==> src/rtl/tsc_pkg.sv <==
`timescale 1ns / 1ps
package tsc_pkg;
   localparam int MemHalfwords = 32768;
   localparam int MemAw = $clog2(MemHalfwords);
   localparam logic [15:0] StartPcReset = 16'h0034;
   localparam logic [1:0] KIND_FETCH = 2'd0;
   localparam logic [1:0] KIND_READ = 2'd1;
   localparam logic [1:0] KIND_WRITE = 2'd2;

   // one input item as held in the queue
   typedef struct packed {
      logic        mode;
      logic [14:0] load_index;
      logic [15:0] load_value;
   } item_type;

   function automatic logic [MemAw-1:0] mem_slot(input logic [15:0] a);
      mem_slot = a[MemAw:1];
   endfunction
endpackage

==> src/rtl/tsc_front.sv <==
`timescale 1ns / 1ps
module tsc_front import tsc_pkg::*; (
   input  logic        clock,
   input  logic        reset,
   input  logic        in_valid,
   output logic        in_ready,
   input  item_type    in_item,
   output logic        q_valid,
   input  logic        q_ready,
   output item_type    q_item
);
   // two-entry queue between front and back
   item_type   buf_ff [2];
   logic [1:0] cnt_ff, cnt_in;
   logic       rd_ff, rd_in;
   logic       push, pop;

   assign in_ready = cnt_ff != 2'd2;
   assign q_valid  = cnt_ff != 2'd0;
   assign q_item   = buf_ff[rd_ff];
   assign push     = in_valid && in_ready;
   assign pop      = q_valid && q_ready;
   assign cnt_in   = cnt_ff + {1'b0, push} - {1'b0, pop};
   assign rd_in    = rd_ff ^ pop;

   always_ff @(posedge clock) begin
      if (reset) begin
         cnt_ff <= 2'd0;
         rd_ff  <= 1'b0;
      end else begin
         cnt_ff <= cnt_in;
         rd_ff  <= rd_in;
      end
      if (push) buf_ff[rd_ff ^ cnt_ff[0]] <= in_item;
   end

   a_cnt: assert property (@(posedge clock) disable iff (reset)
      cnt_ff != 2'd3) else $error("queue count overflow");
   a_full: assert property (@(posedge clock) disable iff (reset)
      cnt_ff == 2'd2 |-> !in_ready) else $error("push while full");
   a_pop: assert property (@(posedge clock) disable iff (reset)
      pop |=> cnt_ff <= 2'd2) else $error("pop broke count");
endmodule

==> config.mk <==
export PLATFORM = sky130hd
export DESIGN_NAME = tsc_front
export DESIGN_NICKNAME = d
export VERILOG_FILES = /design/src/rtl/tsc_pkg.sv /design/src/rtl/tsc_front.sv
export SDC_FILE = /design/constraint.sdc
export NUM_CORES = 1
export LEC_CHECK = 0
export ABC_AREA = 1
export BUFFER_PORTS_ARGS = -buffer_cell sky130_fd_sc_hd__buf_2
export CAP_MARGIN = 20
export CORE_ASPECT_RATIO = 2
export CORE_MARGIN = 2
export CORE_UTILIZATION = 58
export CTS_BUF_LIST = sky130_fd_sc_hd__clkbuf_4 sky130_fd_sc_hd__clkbuf_8
export DETAILED_ROUTE_END_ITERATION = 6
export MAX_ROUTING_LAYER = met4
export PLACE_DENSITY = 0.95
export RECOVER_POWER = 50
export SLEW_MARGIN = 30
export SYNTH_ARGS = -nofsm -noshare
export SYNTH_HDL_FRONTEND = slang
export SYNTH_SLANG_ARGS = --single-unit
==> constraint.sdc <==
create_clock -name clock -period 5.2 [get_ports clock]
set_clock_uncertainty 0.1 [all_clocks]
set_input_delay 0.52 -clock clock [delete_from_list [all_inputs] [get_ports clock]]
set_output_delay 0.52 -clock clock [all_outputs]
set_load 0.005 [all_outputs]
==> flow_metrics.env <==
export IMPL_finalInstanceArea_sq_mm=0.003128
export IMPL_slew_viol_final=36
export IMPL_ys_ff_latch=67
export IMPL_grt_pass1_vias=1327
export IMPL_critPathLaunchType="flip-flop"
export IMPL_crit_type="flip-flop to flip-flop"
export IMPL_seq_area_frac_synth_pct=74.61
export IMPL_post_cts_buffers=0
export IMPL_final_nets=246
export IMPL_drc=0
export IMPL_r2r_start="rd_ff"
export IMPL_avgSynthCellArea_sq_um=20.12
export IMPL_status="complete, but fails checks"
export IMPL_cts_resized=0
export IMPL_hpwl_mm=2.885
export IMPL_area_growth_pct=17.76
export IMPL_antenna_found_initial=0
export IMPL_min_period_ns=3.187
export IMPL_firstDrtPassIters=4
export IMPL_synth_nets=170
export IMPL_antenna_left=0
export IMPL_cts_root_buf="clkbuf_8"
export IMPL_max_slew_margin_pct=-17.59
export IMPL_viasPerCell=5.026
export IMPL_synth_top_cell_by_area="edfxtp_1"
export IMPL_postCtsHoldBufs=0
export IMPL_track_usage_pct=17.31
export IMPL_placement_io_buffers=69
export IMPL_rows=34
export IMPL_ys_warn_count=0
export IMPL_postPlaceCellArea_sq_mm=0.003017
export IMPL_h_tree_depth=3
export IMPL_holdPathEnd="cnt_ff[0]"
export IMPL_overflow=0
export IMPL_initial_core_util_pct=60.62
export IMPL_io_pins=70
export IMPL_r2r_cells=2
export IMPL_finalHoldViolations=0
export IMPL_grt_max_degree=36
export IMPL_post_drt_wl_per_cell_um=15.28
export IMPL_rsz0062_at_grt="no"
export IMPL_hold_depth=2
export IMPL_num_vias=1342
export IMPL_crit_path_end_kind="flip-flop"
export IMPL_clkTransAtPathRegs_ns=0.06
export IMPL_drt_wl_total_mm=4.079
export IMPL_antennaDiodeCount=0
export IMPL_cts_buffers=9
export IMPL_worstPathRequired_ns=5.05
export IMPL_cp_data_arrival_time_ns=3.03
export IMPL_drv_cap=1
export IMPL_cts_buffer_depth=2
export IMPL_syn_inst=132
export IMPL_cts_tree="done"
export IMPL_setup_viol=0
export IMPL_p_per_area_mw_per_mm2=544.6
export IMPL_cts_sinks=67
export IMPL_synth_cell_types=14
export IMPL_seq_area_sq_mm=0.001982
export IMPL_tightest_slew_ns=1.761
export IMPL_hold_start="reset"
export IMPL_finalCritPeriodShare_pct=61.28
export IMPL_final_cell_mix="edfxtp_1, buf_2, clkbuf_1"
export IMPL_synth_area_sq_mm=0.002656
export IMPL_vdd_drop_max_v=0.0005774
export IMPL_violations="max-capacitance violations, max-slew violations"
export IMPL_min_path_type="input port to flip-flop"
export IMPL_crit_fanout=35
export IMPL_die_area_sq_mm=0.005170
export IMPL_fin_setup_tns_ns=0
export IMPL_synth_area_top_cells="edfxtp_1, mux2_4, buf_12"
export IMPL_drive_above_1_share_pct=39.44
export IMPL_clock_fmax_ghz=0.3138
export IMPL_die_x_um=51.86
export IMPL_core_sq_mm=0.004382
export IMPL_yosysTopAreaCellShare_pct=72.35
export IMPL_multi_input_area_sq_um=539.3
export IMPL_drtIter0Drc=22
export IMPL_fillers=313
export IMPL_clock_latency_ns=0.32
export IMPL_gp_congestion=0.7372
export IMPL_p_leak_nw=1.207
export IMPL_grt_pass1_wl_mm=6.030
export IMPL_rr_endpoint="buf_ff[1][13]"
export IMPL_die_h_um=99.71
export IMPL_timing_reg2reg_setup_slack_ns=2.01
export IMPL_final_common_cell="edfxtp_1"
## stage by stage
step / total power [mW] / utilization (%) / hold WS, ns / std cells / worst slack, ns
5_1_grt: 1.792 / 71.39 / 0.2616 / 267 / 1.797
4_1_cts: 1.763 / 73.13 / 0.2476 / 267 / 2.842
3_5_place_dp: 1.367 / 68.85 / 0.4797 / 251 / 2.859
3_3_place_gp: 1.340 / 68.79 / 0.4515 / 251 / 2.607
2_1_floorplan: 1.201 / - / 0.4227 / 132 / 2.596
6_report: 1.704 / 71.39 / 0.2574 / 267 / 2.013
## cell families (layout without fill, tap and decap cells)
kind of cell / after synthesis / after routing / synth area share (%)
flip-flops: 67 / 67 / 74.61
multiplexers: 32 / 32 / 17.52
AND/OR/NAND/NOR: 17 / 17 / 2.591
buffers and inverters: 12 / 93 / 3.815
adder cells (fa/ha/maj): 2 / 2 / 0.9419
AO/OA/AOI/OAI: 1 / 1 / 0.1882
XOR/XNOR: 1 / 1 / 0.3298
## critical path, cell delays in order, from the launching register on
cell and delay [ns]:
dfxtp_1 1.51, xnor2_1 0.39, nor2_4 0.80
## layout make-up
cell class / instances / area share, %
clock inverter: 4 / 1.320
clock buffer: 12 / 4.680
timing repair buffer: 69 / 10.28
multi-input combinational: 53 / 17.24
inverter: 8 / 0.9600
sequential: 67 / 63.36
tap: 54 / 2.160
## routing by layer
layer	track usage, %	part of all wire [%]	up-vias
met4	9.514	2.4	0
met5	-	0	-
li1	-	-	647
met2	28.33	55	47
met3	4.354	4.3	9
met1	18.57	38	639
## synth_stat cells
cell	count
a21oi_1	1
buf_12	3
buf_6	1
dfxtp_1	3
edfxtp_1	64
ha_1	2
inv_1	8
mux2_2	4
mux2_4	28
nand2_1	7
nand3_1	2
nor2_1	7
nor2b_1	1
xnor2_1	1
## where the power goes
part           switching (mW)  internal [mW]
clock                   0.164          0.233
sequential             0.0727          0.782
combinational           0.223          0.229
## flip-flops by register name (all words and copies together), names as in the netlist
signal / cells
cnt_ff: 2
rd_ff: 1
buf_ff: 64
## how the worst max path moves through the flow
stage                     startpoint       endpoint  slack, ns  cells past startpoint
after global routing           rd_ff  buf_ff[1][21]       1.80                      2
after floorplan                rd_ff   buf_ff[0][0]       2.60                      3
after global placement         rd_ff  buf_ff[0][15]       2.61                      2
after detailed placement       rd_ff  buf_ff[0][18]       2.86                      2
after CTS                      rd_ff   buf_ff[0][9]       2.84                      2
final                          rd_ff  buf_ff[1][13]       2.01                      2
Note: power is estimated with default switching activity, not from simulation.
